$ cat src/sv/yrc_pkg.sv
// Package: shared types, constants and helper functions of the YUV to RGB565 converter.
package yrc_pkg;

	// Widths of the stream payloads.
	localparam int IN_DATA_W  = 48;
	localparam int OUT_DATA_W = 48;

	// Field widths.
	localparam int SAMPLE_W = 8;
	localparam int COORD_W  = 12;
	localparam int DIM_W    = 13;
	localparam int INDEX_W  = 24;
	localparam int PIXEL_W  = 16;
	localparam int ACC_W    = 19;

	// Default saturation limit of the size registers.
	localparam int MAX_DIM_DEF = 4096;

	// Register indexes of the configuration port.
	localparam logic [1:0] CFG_ROTATION   = 2'd0;
	localparam logic [1:0] CFG_SRC_WIDTH  = 2'd1;
	localparam logic [1:0] CFG_SRC_HEIGHT = 2'd2;
	localparam logic [1:0] CFG_DEST_WIDTH = 2'd3;

	// Register reset values.
	localparam logic [DIM_W-1:0] RESET_DIM = 13'd240;

	// BT.601 studio-range kernel coefficients.
	localparam logic signed [11:0] K_Y    = 12'sd298;
	localparam logic signed [11:0] K_RV   = 12'sd409;
	localparam logic signed [11:0] K_GU   = 12'sd100;
	localparam logic signed [11:0] K_GV   = 12'sd208;
	localparam logic signed [11:0] K_BU   = 12'sd516;
	localparam logic signed [9:0]  Y_OFS  = 10'sd16;
	localparam logic signed [ACC_W-1:0] ROUND = 19'sd128;

	typedef enum logic [1:0] {
		ROT_0   = 2'd0,
		ROT_90  = 2'd1,
		ROT_180 = 2'd2,
		ROT_270 = 2'd3
	} rot_t;

	// Geometry settings seen by the address pipeline.
	typedef struct packed {
		rot_t             rot;
		logic [DIM_W-1:0] w;
		logic [DIM_W-1:0] h;
		logic [DIM_W-1:0] dw;
		logic [DIM_W-1:0] wm1;
		logic [DIM_W-1:0] hm1;
	} geom_t;

	// Per-stage load enables of the pipeline.
	typedef struct packed {
		logic s1;
		logic s2;
		logic s3;
	} stage_ld_t;

	// Limits a size register to the maximum frame dimension.
	function automatic logic [DIM_W-1:0] sat_dim(input logic [DIM_W-1:0] v,
		input logic [DIM_W:0] max_dim);
		logic [DIM_W-1:0] r;
		if ({1'b0, v} > max_dim) begin
			r = max_dim[DIM_W-1:0];
		end else begin
			r = v;
		end
		return r;
	endfunction

	// Floors the accumulator by 256 and clamps the channel to 0..255.
	function automatic logic [SAMPLE_W-1:0] clamp8(input logic signed [ACC_W-1:0] a);
		logic [SAMPLE_W-1:0] r;
		if (a[ACC_W-1]) begin
			r = '0;
		end else if (a[ACC_W-2:16] != '0) begin
			r = '1;
		end else begin
			r = a[15:8];
		end
		return r;
	endfunction

endpackage

$ cat src/sv/yrc_color.sv
// Three-stage BT.601 YUV to RGB565 color pipeline.
module yrc_color (
	input  logic                           clk,
	input  yrc_pkg::stage_ld_t             ld,
	input  logic [yrc_pkg::SAMPLE_W-1:0]   luma,
	input  logic [yrc_pkg::SAMPLE_W-1:0]   chroma_blue,
	input  logic [yrc_pkg::SAMPLE_W-1:0]   chroma_red,
	output logic [yrc_pkg::PIXEL_W-1:0]    pixel565
);

	logic signed [9:0] yd;
	logic signed [7:0] du;
	logic signed [7:0] dv;

	logic signed [17:0] c_s1;
	logic signed [16:0] rv_s1;
	logic signed [16:0] g_s1;
	logic signed [17:0] bu_s1;

	logic signed [yrc_pkg::ACC_W-1:0] r_s2;
	logic signed [yrc_pkg::ACC_W-1:0] g_s2;
	logic signed [yrc_pkg::ACC_W-1:0] b_s2;

	logic [yrc_pkg::SAMPLE_W-1:0] r8;
	logic [yrc_pkg::SAMPLE_W-1:0] g8;
	logic [yrc_pkg::SAMPLE_W-1:0] b8;

	logic [yrc_pkg::PIXEL_W-1:0] pixel_s3;

	// Subtracting 128 from an unsigned byte is the same as flipping its top bit.
	assign yd = $signed({2'b00, luma}) - yrc_pkg::Y_OFS;
	assign du = $signed({~chroma_blue[7], chroma_blue[6:0]});
	assign dv = $signed({~chroma_red[7], chroma_red[6:0]});

	// Stage 1: the constant products.
	always_ff @(posedge clk) begin
		if (ld.s1) begin
			c_s1  <= 18'(yd) * 18'(yrc_pkg::K_Y);
			rv_s1 <= 17'(dv) * 17'(yrc_pkg::K_RV);
			g_s1  <= 17'(18'sd0 - du * yrc_pkg::K_GU - dv * yrc_pkg::K_GV);
			bu_s1 <= 18'(du) * 18'(yrc_pkg::K_BU);
		end
	end

	// Stage 2: channel sums with rounding.
	always_ff @(posedge clk) begin
		if (ld.s2) begin
			r_s2 <= 19'(c_s1) + 19'(rv_s1) + yrc_pkg::ROUND;
			g_s2 <= 19'(c_s1) + 19'(g_s1) + yrc_pkg::ROUND;
			b_s2 <= 19'(c_s1) + 19'(bu_s1) + yrc_pkg::ROUND;
		end
	end

	assign r8 = yrc_pkg::clamp8(r_s2);
	assign g8 = yrc_pkg::clamp8(g_s2);
	assign b8 = yrc_pkg::clamp8(b_s2);

	// Stage 3: clamp and pack.
	always_ff @(posedge clk) begin
		if (ld.s3) begin
			pixel_s3 <= {r8[7:3], g8[7:2], b8[7:3]};
		end
	end

	assign pixel565 = pixel_s3;

endmodule

$ cat src/sv/yrc_addr.sv
// Three-stage rotated destination index pipeline.
module yrc_addr (
	input  logic                          clk,
	input  yrc_pkg::stage_ld_t            ld,
	input  yrc_pkg::geom_t                geom,
	input  logic [yrc_pkg::COORD_W-1:0]   col,
	input  logic [yrc_pkg::COORD_W-1:0]   row,
	output logic [yrc_pkg::INDEX_W-1:0]   dest_index,
	output logic                          out_of_range
);

	logic [yrc_pkg::DIM_W-1:0] dx;
	logic [yrc_pkg::DIM_W-1:0] dy;
	logic                      oor;

	logic [yrc_pkg::DIM_W-1:0]   dx_s1;
	logic [yrc_pkg::DIM_W-1:0]   dy_s1;
	logic                        oor_s1;
	logic [yrc_pkg::DIM_W-1:0]   dx_s2;
	logic [yrc_pkg::INDEX_W-1:0] prod_s2;
	logic                        oor_s2;
	logic [yrc_pkg::INDEX_W-1:0] idx_s3;
	logic                        oor_s3;
	logic [2*yrc_pkg::DIM_W-1:0] prod_full;

	assign oor = ({1'b0, col} >= geom.w) || ({1'b0, row} >= geom.h);

	// The differences only matter for in-range pixels, where they cannot wrap.
	always_comb begin
		unique case (geom.rot)
			yrc_pkg::ROT_0: begin
				dx = {1'b0, col};
				dy = {1'b0, row};
			end
			yrc_pkg::ROT_90: begin
				dx = geom.hm1 - {1'b0, row};
				dy = {1'b0, col};
			end
			yrc_pkg::ROT_180: begin
				dx = geom.wm1 - {1'b0, col};
				dy = geom.hm1 - {1'b0, row};
			end
			yrc_pkg::ROT_270: begin
				dx = {1'b0, row};
				dy = geom.wm1 - {1'b0, col};
			end
			default: begin
				dx = {1'b0, col};
				dy = {1'b0, row};
			end
		endcase
	end

	assign prod_full = dy_s1 * geom.dw;

	always_ff @(posedge clk) begin
		if (ld.s1) begin
			dx_s1  <= dx;
			dy_s1  <= dy;
			oor_s1 <= oor;
		end
		if (ld.s2) begin
			dx_s2   <= dx_s1;
			prod_s2 <= prod_full[yrc_pkg::INDEX_W-1:0];
			oor_s2  <= oor_s1;
		end
		if (ld.s3) begin
			idx_s3 <= oor_s2 ? '0 : prod_s2 + yrc_pkg::INDEX_W'(dx_s2);
			oor_s3 <= oor_s2;
		end
	end

	assign dest_index   = idx_s3;
	assign out_of_range = oor_s3;

endmodule

$ cat src/sv/yuv_to_rgb565_rotating_converter_unit.sv
// Top level: YUV to RGB565 converter with rotated destination addressing.
// An accepted beat moves through register stages 1, 2 and 3 and is offered on the master side from stage 3.
// Throughput: one beat per cycle; the three register stages hold only while the
// master side stalls, and bubbles in the pipeline are squeezed out during a stall.
// Reset (arst_n low, asynchronous) empties the pipeline and returns the registers to
// rotation 90 degrees and 240 x 240 source and 240-pixel destination rows.
module yuv_to_rgb565_rotating_converter_unit #(
	parameter int MAX_DIM = yrc_pkg::MAX_DIM_DEF
) (
	input  logic                              clk,
	input  logic                              arst_n,
	// Input stream. tdata from bit 0: luma[7:0], chroma_blue[15:8], chroma_red[23:16],
	// col[35:24], row[47:36].
	input  logic                              s_axis_tvalid,
	output logic                              s_axis_tready,
	input  logic [yrc_pkg::IN_DATA_W-1:0]     s_axis_tdata,
	// Output stream. tdata from bit 0: pixel565[15:0], dest_index[39:16],
	// out_of_range[40], zero fill[47:41].
	output logic                              m_axis_tvalid,
	input  logic                              m_axis_tready,
	output logic [yrc_pkg::OUT_DATA_W-1:0]    m_axis_tdata,
	// Configuration write port.
	input  logic                              cfg_we,
	input  logic [1:0]                        cfg_addr,
	input  logic [yrc_pkg::DIM_W-1:0]         cfg_wdata
);

	localparam logic [yrc_pkg::DIM_W:0] MaxDimW = (yrc_pkg::DIM_W+1)'(MAX_DIM);
	localparam logic [yrc_pkg::DIM_W-1:0] ResetSat = yrc_pkg::sat_dim(yrc_pkg::RESET_DIM,
		MaxDimW);

	// Configuration registers. The size registers are kept already saturated, and the
	// "minus one" copies used by the rotations are kept beside them so that the first
	// stage only has one subtract per axis.
	yrc_pkg::rot_t                rot_q;
	logic [yrc_pkg::DIM_W-1:0]    w_q;
	logic [yrc_pkg::DIM_W-1:0]    h_q;
	logic [yrc_pkg::DIM_W-1:0]    dw_q;
	logic [yrc_pkg::DIM_W-1:0]    wm1_q;
	logic [yrc_pkg::DIM_W-1:0]    hm1_q;
	logic [yrc_pkg::DIM_W-1:0]    wr_sat;
	yrc_pkg::geom_t               geom;

	assign wr_sat = yrc_pkg::sat_dim(cfg_wdata, MaxDimW);

	always_ff @(posedge clk or negedge arst_n) begin
		if (!arst_n) begin
			rot_q <= yrc_pkg::ROT_90;
			w_q   <= ResetSat;
			h_q   <= ResetSat;
			dw_q  <= ResetSat;
			wm1_q <= ResetSat - 1'b1;
			hm1_q <= ResetSat - 1'b1;
		end else if (cfg_we) begin
			unique case (cfg_addr)
				yrc_pkg::CFG_ROTATION: begin
					rot_q <= yrc_pkg::rot_t'(cfg_wdata[1:0]);
				end
				yrc_pkg::CFG_SRC_WIDTH: begin
					w_q   <= wr_sat;
					wm1_q <= wr_sat - 1'b1;
				end
				yrc_pkg::CFG_SRC_HEIGHT: begin
					h_q   <= wr_sat;
					hm1_q <= wr_sat - 1'b1;
				end
				yrc_pkg::CFG_DEST_WIDTH: begin
					dw_q <= wr_sat;
				end
				default: begin
				end
			endcase
		end
	end

	assign geom = '{rot: rot_q, w: w_q, h: h_q, dw: dw_q, wm1: wm1_q, hm1: hm1_q};

	// Pipeline control. Each stage loads when it is empty or when the stage after it
	// loads, so the last stage doubles as the output register and a stall on the
	// master side only holds the stages that actually carry a beat.
	logic               v_s1;
	logic               v_s2;
	logic               v_s3;
	logic               ld_s1;
	logic               ld_s2;
	logic               ld_s3;
	yrc_pkg::stage_ld_t ld;

	assign ld_s3 = !v_s3 || m_axis_tready;
	assign ld_s2 = !v_s2 || ld_s3;
	assign ld_s1 = !v_s1 || ld_s2;
	assign ld    = '{s1: ld_s1, s2: ld_s2, s3: ld_s3};

	always_ff @(posedge clk or negedge arst_n) begin
		if (!arst_n) begin
			v_s1 <= 1'b0;
			v_s2 <= 1'b0;
			v_s3 <= 1'b0;
		end else begin
			if (ld_s1) begin
				v_s1 <= s_axis_tvalid;
			end
			if (ld_s2) begin
				v_s2 <= v_s1;
			end
			if (ld_s3) begin
				v_s3 <= v_s2;
			end
		end
	end

	assign s_axis_tready = ld_s1;
	assign m_axis_tvalid = v_s3;

	logic [yrc_pkg::PIXEL_W-1:0] pixel565;
	logic [yrc_pkg::INDEX_W-1:0] dest_index;
	logic                        out_of_range;

	// Color path: products, sums, then clamp and pack.
	yrc_color u_color (
		.clk         (clk),
		.ld          (ld),
		.luma        (s_axis_tdata[7:0]),
		.chroma_blue (s_axis_tdata[15:8]),
		.chroma_red  (s_axis_tdata[23:16]),
		.pixel565    (pixel565)
	);

	// Address path: range check and rotation, multiply by the row width, then add.
	yrc_addr u_addr (
		.clk          (clk),
		.ld           (ld),
		.geom         (geom),
		.col          (s_axis_tdata[35:24]),
		.row          (s_axis_tdata[47:36]),
		.dest_index   (dest_index),
		.out_of_range (out_of_range)
	);

	assign m_axis_tdata = {7'd0, out_of_range, dest_index, pixel565};

	// A pixel outside the source never carries a nonzero index.
	a_oor_zero_index: assert property (@(posedge clk) disable iff (!arst_n)
		m_axis_tvalid && m_axis_tdata[40] |-> m_axis_tdata[39:16] == '0)
		else $error("out-of-range beat with nonzero destination index");

	// A beat in the first stage moves on whenever the second stage loads.
	a_s1_advance: assert property (@(posedge clk) disable iff (!arst_n)
		v_s1 && ld_s2 |=> v_s2)
		else $error("beat lost between the first and second stage");

	// With every stage full and the output stalled, no new beat is taken.
	a_full_blocks: assert property (@(posedge clk) disable iff (!arst_n)
		v_s1 && v_s2 && v_s3 && !m_axis_tready |-> !s_axis_tready)
		else $error("input accepted while the pipeline is full and stalled");

	// An accepted beat sits in the first stage at the next edge.
	a_accept_fill: assert property (@(posedge clk) disable iff (!arst_n)
		s_axis_tvalid && s_axis_tready |=> v_s1)
		else $error("accepted beat did not enter the first stage");

endmodule

$ cat config.mk
export PLATFORM = sky130hd
export DESIGN_NAME = yuv_to_rgb565_rotating_converter_unit
export DESIGN_NICKNAME = d
export VERILOG_FILES = /design/src/sv/yrc_pkg.sv /design/src/sv/yrc_color.sv /design/src/sv/yrc_addr.sv /design/src/sv/yuv_to_rgb565_rotating_converter_unit.sv
export SDC_FILE = /design/constraint.sdc
export NUM_CORES = 1
export LEC_CHECK = 0
export BUFFER_PORTS_ARGS = -buffer_cell sky130_fd_sc_hd__buf_2
export CORE_AREA = 3 3 281 283
export CTS_CLUSTER_SIZE = 30
export DETAILED_ROUTE_END_ITERATION = 8
export DIE_AREA = 0 0 284 286
export GPL_ROUTABILITY_DRIVEN = 0
export GPL_TIMING_DRIVEN = 0
export PLACE_DENSITY = 0.56
export SYNTH_ARGS = -nofsm -noshare
export SYNTH_HDL_FRONTEND = slang
export SYNTH_SLANG_ARGS = --single-unit
$ cat constraint.sdc
create_clock -name clk -period 8.2 [get_ports clk]
set_input_delay 0.82 -clock clk [delete_from_list [all_inputs] [get_ports clk]]
set_output_delay 0.82 -clock clk [all_outputs]
set_load 0.1 [all_outputs]
# Yosys cells after proc, flatten, opt, wreduce, memory -nomap -nowiden
# Cells that the tools add are included.
# word_totals
regBits	300
latch_bits	0
ramBits	0
rom_bits	0
inputBits	68
out_inout_bits	50
word_cells	79
mem_count	0
# op_classes
addsub	13
n_mul	6
div	0
n_lt_le_gt_ge	3
n_eq_ne	6
shifts	0
mux	6
bitwise	2
reduce_logical	16
# op_table
op	n
$pmux W13 S4	2
$add A19 B9 Y19 const B	3
$add A18 B17 Y19	2
$ge A12 B13 Y1	2
$sub A13 B12 Y13	2
$add A24 B13 Y24	1
$mul A13 B13 Y24	1
$mux W8	3
$add A18 B18 Y19	1
$mul A8 B10 Y17 const B	1
$mul A9 B9 Y17 const B	1
$sub A1 B17 Y17 const A	1
$sub A17 B17 Y17	1
$mul A8 B9 Y16 const B	1
$mul A8 B6 Y14 const B	1
$gt A13 B13 Y1 const B	1
$mul A8 B5 Y13 const B	1
$mux W13	1
$sub A13 B1 Y13 const B	1
$sub A8 B5 Y9 const B	1
$eq A2 B2 Y1 const B	4
$reduce_and A2 Y1	4
$reduce_bool A2 Y1	3
$eq A2 B1 Y1 const B	2
4 further kinds	11

# Depth between registers and ports, before layout
# Gate-level depths: netlist (run 1).
# depth
word_depth	4
ltp_mapped	21
ltp_nobuf	21

# Hierarchy
# Synthesis (run 1) repeated with hierarchy kept, for this count alone.
# unflattened
cells_unflattened	2432
area_unflattened_um2	24740.0
# by_module_without_submodules
module	n_inst	cells_per_inst	area_each_um2	seq_area_each_um2
yrc_addr	1	1186	11398.4	2702.6
yrc_color	1	958	10371.2	3123.0
yuv_to_rgb565_rotating_converter_unit	1	288	2970.3	1785.5

# Worst setup path after synthesis (run 1)
# Ideal clock, no wire load.
# synth_path
kind	register -> register
start	reg v_s3, in the netlist m_axis_tvalid
end	reg u_addr.dx_s1[0] (netlist bit), enable pin
setup_ns	1.637
t_arrival_ns	4.592
required_time_ns	6.563
slack_ns	1.970
path_stages_with_launch	2
path_buffers	0
period_less_slack_ns	6.230
cell_sequence	dfrtp_1 > nand4b_1
# synth_via
elab_chain_len	4
# synth_lines
element	line	source
start: declaration	yuv_to_rgb565_rotating_converter_unit.sv:83	logic v_s3;
start signal: assignment	yuv_to_rgb565_rotating_converter_unit.sv:107	v_s3 <= v_s2;
$logic_not A1 Y1	yuv_to_rgb565_rotating_converter_unit.sv:89	assign ld_s3 = !v_s3 || m_axis_tready;
$logic_or A1 B1 Y1	yuv_to_rgb565_rotating_converter_unit.sv:89	
$logic_or A1 B1 Y1	yuv_to_rgb565_rotating_converter_unit.sv:90	assign ld_s2 = !v_s2 || ld_s3;
$logic_or A1 B1 Y1	yuv_to_rgb565_rotating_converter_unit.sv:91	assign ld_s1 = !v_s1 || ld_s2;
net s_axis_tready	yuv_to_rgb565_rotating_converter_unit.sv:15	output logic s_axis_tready,
end signal: assignment	yrc_addr.sv:58	dx_s1 <= dx;
end: declaration	yrc_addr.sv:16	logic [yrc_pkg::DIM_W-1:0] dx_s1;
# The timed path passes the listed nets, and every way through them passes these cells.
# A chain may end at the register's enable or synchronous reset.

# Worst setup path after layout (run 1)
# layout_path
start	reg dw_q[6] (netlist bit)
end	reg u_addr.prod_s2[21] (netlist bit), data pin
# layout_via
elab_chain_len	1
# layout_lines
element	line	source
start: declaration	yuv_to_rgb565_rotating_converter_unit.sv:38	logic [yrc_pkg::DIM_W-1:0] dw_q;
start signal: assignment	yuv_to_rgb565_rotating_converter_unit.sv:51	dw_q <= ResetSat;
start signal: assignment	yuv_to_rgb565_rotating_converter_unit.sv:68	dw_q <= wr_sat;
$mul A13 B13 Y24	yrc_addr.sv:54	assign prod_full = dy_s1 * geom.dw;
net u_addr.prod_full, one bit	yrc_addr.sv:24	logic [2*yrc_pkg::DIM_W-1:0] prod_full;
end signal: assignment	yrc_addr.sv:64	prod_s2 <= prod_full[yrc_pkg::INDEX_W-1:0];
end: declaration	yrc_addr.sv:20	logic [yrc_pkg::INDEX_W-1:0] prod_s2;
# The timed path passes the listed nets, and every way through them passes these cells.

==> metrics, run 1 <==
post-layout min period 6.10 ns; Period Utilization, post-route about 74%; largest net degree at the start of global routing 67; Initial Utilization 31.9%; Net Switching between 4 and 5 mW; mux contribution to synthesized area 2.38%; Clock Latency Late Sink 0.60 ns; antenna violations before repair 7; Max Root-Sink Buffers 3; First-pass DRT Iterations 5; FF-to-FF setup slack 2.10 ns; total CTS buffers 30; synth top area cells edfxtp_1 (24%), ha_1 (20%), fa_1 (13%); post-synthesis register bit count 264; footprint of the multi-input gates 15300 sq um; Synth Area in Compound Gates 9.92%; Total Routing Usage GR between 10% and 20%; Placed Cells 3548; Post-Synth Simple-Gate Area 11.9%; Reg area around 7600 sq um; Final Instance Count excl. Fillers roughly 3.6k; first-pass GRT wire length 93000 um; Max-slew headroom 42.6%; clock skew 0.0408 ns; Critical Path End Type flip-flop; total grt overflow 0; die width 284 um; Yosys top cell by area edfxtp_1; setup TNS 0 ns; post-route DRC violation count 0; Final setup viols 0; outcome complete, no violations; post-DP HPWL around 48000 um; VDD IR max 198 uV; RSZ-0062 raised after global routing false; critical path type reg -> reg; Post-synth EDFFs 194; sequential share of power 23.5%; post-synth top area share about a quarter; synthesized area 24500 sq um; Setup Buffers After CTS 0; cell-internal power 5.86 mW; switch share a little under half; crit path DAT 6.52 ns; Buffers on Ports 110; H-tree levels 1; Die Area slightly above 80000 sq um; Via density 4.64; WL per Instance 15.9 um; Power Dens Cells 391 nW/um^2; LEAKAGE between 10 and 15 nW; CP required about 8.6 ns; Logic pwr share 63.4%; synth warn 0; Post-synth ARST share 26.5%; largest fanout on the critical path 10; Top FF cell, synth edfxtp_1; fmax 164 MHz; Site Rows 102; clock tree sinks 264; Pins Over Slew Limit 0; share of cells above drive strength 1 between 10% and 20%; Post-CTS Resized 0; Core Region slightly below 80000 sq um; io pins 118; Clk pwr share 13.1%; initial DRC count around 800; max cap viols 0; combinational family with the most area after synthesis adder cells; nets 3162; fill count 7735; number of library cell types mapped by synthesis 83; Synth Area in XOR/XNOR 4.82%; area grow syn2layout 12.9%; via count between 15k and 20k; CTS tree yes; die span in y roughly 290 um; Post-Synth Adder-Cell Area 33.3%; post-synthesis cell count 2381; Reg clk slew, reported paths 0.06 ns; vias in the first global route 16.7k; Worst Tran Pin Value approximately 0.86 ns; final wirelength 57400 um; cts hold-fix bufs 0; CTS root buf clkbuf_16; HP Class in -> async; Core Util, Final 36.0%; post-route ant nets 0; CP Launch Type flip-flop; Mapped Avg Cell Area 10.3 sq um; Hold Vio Cnt, Final 0; sequential fraction of the synthesis area 31.1%
[synth_stat cells (9+ instances only)]
library cell and n:
mux4_2 21, nor3_1 35, mux2_2 9, edfxtp_1 194, nor2_1 126, xor2_1 49, nand2_1 190, a211oi_1 14
and3_1 9, fa_1 163, ha_1 391, o211ai_1 9, or3_1 9, nand2b_1 34, a21o_1 35, o21ai_0 110
a21oi_1 89, a31oi_1 9, o21bai_1 11, inv_1 363, nor2b_1 29, dfrtp_1 43, o21ai_1 10, dfstp_2 27
o21a_1 27, and2_1 92, clkbuf_1 48, nand4_1 16, nand3_1 19, xnor2_1 86
[registers in the layout (all words and copies together), names as in the netlist, 15 cells and up]
name               cells
u_addr.dest_index     24
u_color.bu_s1         15
u_color.rv_s1         16
u_addr.prod_s2        24
u_color.pixel565      16
u_color.g_s1          15
u_color.c_s1          17
[critical path, stage by stage (launching register included)]
cell	delay (ns)
dfstp_2	0.64
clkbuf_1	0.41
nand2_1	0.15
fa_1	0.54
fa_1	0.55
inv_1	0.06
fa_1	0.46
fa_1	0.54
inv_1	0.05
fa_1	0.52
inv_1	0.04
ha_1	0.39
a21o_1	0.26
a31oi_4	0.18
a31oi_2	0.15
a211o_1	0.35
or4b_1	0.52
nand3_1	0.11
[power by group through the flow]
| stage | combinational (mW) | clock (mW) | sequential (mW) |
|---|---|---|---|
| 2_1_floorplan | 4.86 | 0 | 3.04 |
| 3_3_place_gp | 6.84 | 0 | 2.59 |
| 3_5_place_dp | 6.88 | 0 | 2.59 |
| 4_1_cts | 6.95 | 1.46 | 2.56 |
| 5_1_grt | 7.89 | 1.51 | 2.60 |
| 6_report | 6.86 | 1.41 | 2.55 |
[final timing paths]
path	startpoint	to	cells past startpoint
max in group asynchronous	arst_n	dw_q[5]	2
hold reg to reg	u_addr.dx_s1[0]	u_addr.dx_s2[0]	0
hold / removal	arst_n	rot_q[1]	1
setup reg to reg	dw_q[6]	u_addr.prod_s2[21]	17
min in group clk	u_addr.dx_s1[0]	u_addr.dx_s2[0]	0
setup / recovery	dw_q[6]	u_addr.prod_s2[21]	17
[layout make-up]
cell class / count / area share [%]
antenna: 4 / 0.0362
buffer: 58 / 0.904
clock buffer: 33 / 2.75
clock inverter: 23 / 1.04
inverter: 363 / 4.92
multi-input combinational: 1702 / 55.3
sequential: 264 / 27.5
tap: 1040 / 4.70
timing repair buffer: 121 / 2.78
[kinds of logic (layout without fill, tap and decap cells)]
| logic type | after synthesis | count (layout) |
|---|---|---|
| and+or+nand+nor | 595 | 595 |
| adders and majority gates | 554 | 554 |
| buffers and inverters | 421 | 598 |
| AOI/OAI and AO/OA | 380 | 380 |
| DFF | 264 | 264 |
| xor gates and xnor gates | 135 | 135 |
| muxes | 31 | 31 |
| other | 1 | 11 |
[through the flow]
step	instance area, sq um	worst slack (ns)	power, mW	hold slack (ns)
global placement	26400	0.676	9.43	0.406
global route	27700	1.81	12.0	0.0127
floorplan	24500	1.97	7.90	0.400
finish	27700	2.10	10.8	0.0346
CTS	27700	2.13	11.0	0.000305
detailed placement	26600	2.17	9.47	0.405
[layer usage]
layer | global-route usage (%) | vias up | share of wire (%)
li1 | - | 8442 | -
met1 | 20.4 | 7994 | 49
met2 | 23.3 | 248 | 46
met3 | 1.74 | 62 | 3.9
met4 | 2.80 | 4 | 1.7
met5 | 0 | - | 0.037
[cells in the final DEF (no fill, tap or decap), drive strengths merged, types with 10 or more instances in the layout]
cell type,count
dfstp,27
a31oi,11
inv,365
nand2,190
dfrtp,43
nand2b,34
xnor2,86
a21o,36
fa,163
a21oi,91
ha,391
xor2,49
o21a,27
clkbuf,81
nor2,126
buf,131
o21bai,11
nand3,19
o21ai,121
a211oi,16
clkinv,12
o211ai,10
nand4,16
edfxtp,194
and2,93
nor3,35
or3,10
mux4,21
nor2b,29
No activity file was read; power rests on OpenSTA's default activity.
==> inputs of run 2 (changes only) <==
Settings changed: PLACE_DENSITY 0.56 to 0.58.
Clock period 8.2 ns to 5 ns, I/O delays scaled along.
==> run 2 against run 1 <==
Compared with the run above:
- the run now ends with setup timing left
- combinational power is 84% higher
- via count is 1.5% higher
- critical path depth rose by 1
- worst setup slack worse by 2.3 ns
- sequential cell count unchanged
- sequential power grew 64%
- largest cell class unchanged
==> metrics, run 2 (synthesis gave the netlist of run 1 again) <==
Power Dens Cells 671 nW/um^2 (was 391 nW/um^2); Reg clk slew, reported paths 0.06 ns (about the same); Clock Latency Late Sink 0.60 ns (about the same); outcome finished, violations left (was complete, no violations); Pins Over Slew Limit 0 (unchanged); post-DP HPWL 47500 um (was 48300 um); CP required 5.45 ns (was 8.62 ns); CTS root buf clkbuf_16 (unchanged); total grt overflow 0 (unchanged); die width 284 um (unchanged); Via density 4.65 (was 4.64); final wirelength 57400 um (about the same); failing checks setup timing; Max-slew headroom 40.6% (was 42.6%); dpl cell area 26800 sq um (was 26600 sq um); fmax 191 MHz (was 164 MHz); post-route DRC violation count 0 (unchanged); leading cell types in the layout, fill and taps excluded ha_1 (381), inv_1 (357), edfxtp_1 (194) (was ha_1 (391), inv_1 (363), edfxtp_1 (194)); Final setup viols 8 (was 0); Site Rows 102 (unchanged); vias in the first global route 17.1k (was 16.7k); Die Area 81200 sq um (unchanged); HP Class in -> reg (was in -> async); Design Area, Final 28400 sq um (was 27700 sq um); clock skew 0.0493 ns (was 0.0408 ns); total CTS buffers 30 (unchanged); area grow syn2layout 15.8% (was 12.9%); post-layout min period 5.24 ns (was 6.10 ns); nets 3209 (was 3162); fill count 7694 (was 7735); RSZ-0062 raised after global routing true (was false); Buffers on Ports 110 (unchanged); most common cell after layout, fill and taps aside ha_1 (unchanged); max cap viols 0 (unchanged); largest net degree at the start of global routing 47 (was 67); antenna violations before repair 8 (was 7); Critical Path End Type flip-flop (unchanged); Core Util, Final 36.9% (was 36.0%); Worst Tran Pin Value 0.886 ns (was 0.856 ns); Setup WS pre-CTS -0.662 ns (was 2.17 ns); Total Routing Usage GR 14.1% (was 14.3%); largest fanout on the critical path 10 (unchanged); First-pass DRT Iterations 5 (unchanged); H-tree levels 1 (unchanged); Hold Vio Cnt, Final 0 (unchanged); clock tree sinks 264 (unchanged); Final Power 19.1 mW (was 10.8 mW); CP Launch Type flip-flop (unchanged); initial DRC count 875 (was 793); Core Region 77000 sq um (unchanged); Initial Utilization 31.9% (unchanged); WL per Instance 15.7 um (was 15.9 um); crit path DAT 5.69 ns (was 6.52 ns); share of cells above drive strength 1 14.3% (was 10.1%); Max Root-Sink Buffers 3 (unchanged); VDD IR max 442 uV (was 198 uV); post-route ant nets 0 (unchanged); critical path type reg -> reg (unchanged); first-pass GRT wire length 92200 um (was 93000 um); io pins 118 (unchanged); CTS tree yes (unchanged); via count 17.0k (was 16.8k); setup TNS -1.18 ns (was 0 ns); die span in y 286 um (unchanged); LEAKAGE 13.2 nW (was 12.9 nW); final worst slack -0.239 ns (was 2.10 ns); Period Utilization, post-route 105% (was 74.4%)
[run 2: worst max-delay path, cell delays in order (launching register included)]
cell	delay, ns
dfrtp_1	0.43
clkbuf_8	0.19
and2_1	0.15
fa_1	0.52
inv_2	0.04
fa_1	0.52
inv_1	0.05
fa_1	0.49
fa_1	0.51
inv_1	0.05
fa_1	0.49
inv_2	0.05
ha_4	0.22
a21o_1	0.20
a31oi_4	0.18
a31oi_4	0.12
a211o_1	0.34
or4b_1	0.47
nand3_1	0.08
[run 2: repair_timing]
item / CTS / global route
setup buffers: 33 / 13
resized for setup: 51 / 22
hold buffers: 1 / 0
endpoints found under the setup margin: 12 / 10
pin swaps: 19 / 22
cloned: 1 / 1
hold endpoints to repair: 14 / 0
[run 2: routing by layer]
layer	routed length (um)	GRT usage [%]
met5	34	0
met4	1700	4.24
met3	2320	2.00
met2	26300	23.5
met1	27100	19.2
[run 2: through the flow]
stage / hold slack, ns / std cells
2_1_floorplan: 0.204 / 2387
3_3_place_gp: 0.403 / 3537
3_5_place_dp: 0.405 / 3548
4_1_cts: 0.171 / 3637
5_1_grt: 0.189 / 3651
6_report: 0.185 / 3654
[run 2: worst paths after layout]
path,cells past startpoint,slack (ns),startpoint,to
hold reg to reg,0,0.42,u_addr.dx_s1[7],u_addr.dx_s2[7]
hold / removal,2,0.19,s_axis_tvalid,v_s1
max in group asynchronous,3,3.99,arst_n,wm1_q[1]
min in group asynchronous,2,0.39,arst_n,dw_q[8]
setup / recovery,18,-0.24,dw_q[2],u_addr.prod_s2[21]
setup reg to reg,18,-0.24,dw_q[2],u_addr.prod_s2[21]
[run 2: cell type report]
class                   instances  area (sq um)  area share [%]
repair buffers                170          1160            4.08
inverters                     363          1360            4.80
well taps                    1040          1300            4.58
flip-flops and latches        264          7620            26.8
diodes                          3          7.51          0.0264
clock inverters                23           234           0.824
plain buffers                  56           403            1.42
multi-input cells            1702         15500            54.7
clock buffers                  33           762            2.68
[run 2: power by group]
group | internal [mW] | leakage, nW | total (mW) | switching (mW)
Sequential | 3.73 | 2.82 | 4.19 | 0.460
Clock | 1.27 | 0.474 | 2.22 | 0.947
Combinational | 5.40 | 9.94 | 12.6 | 7.25
Total | 10.4 | 13.2 | 19.1 | 8.65
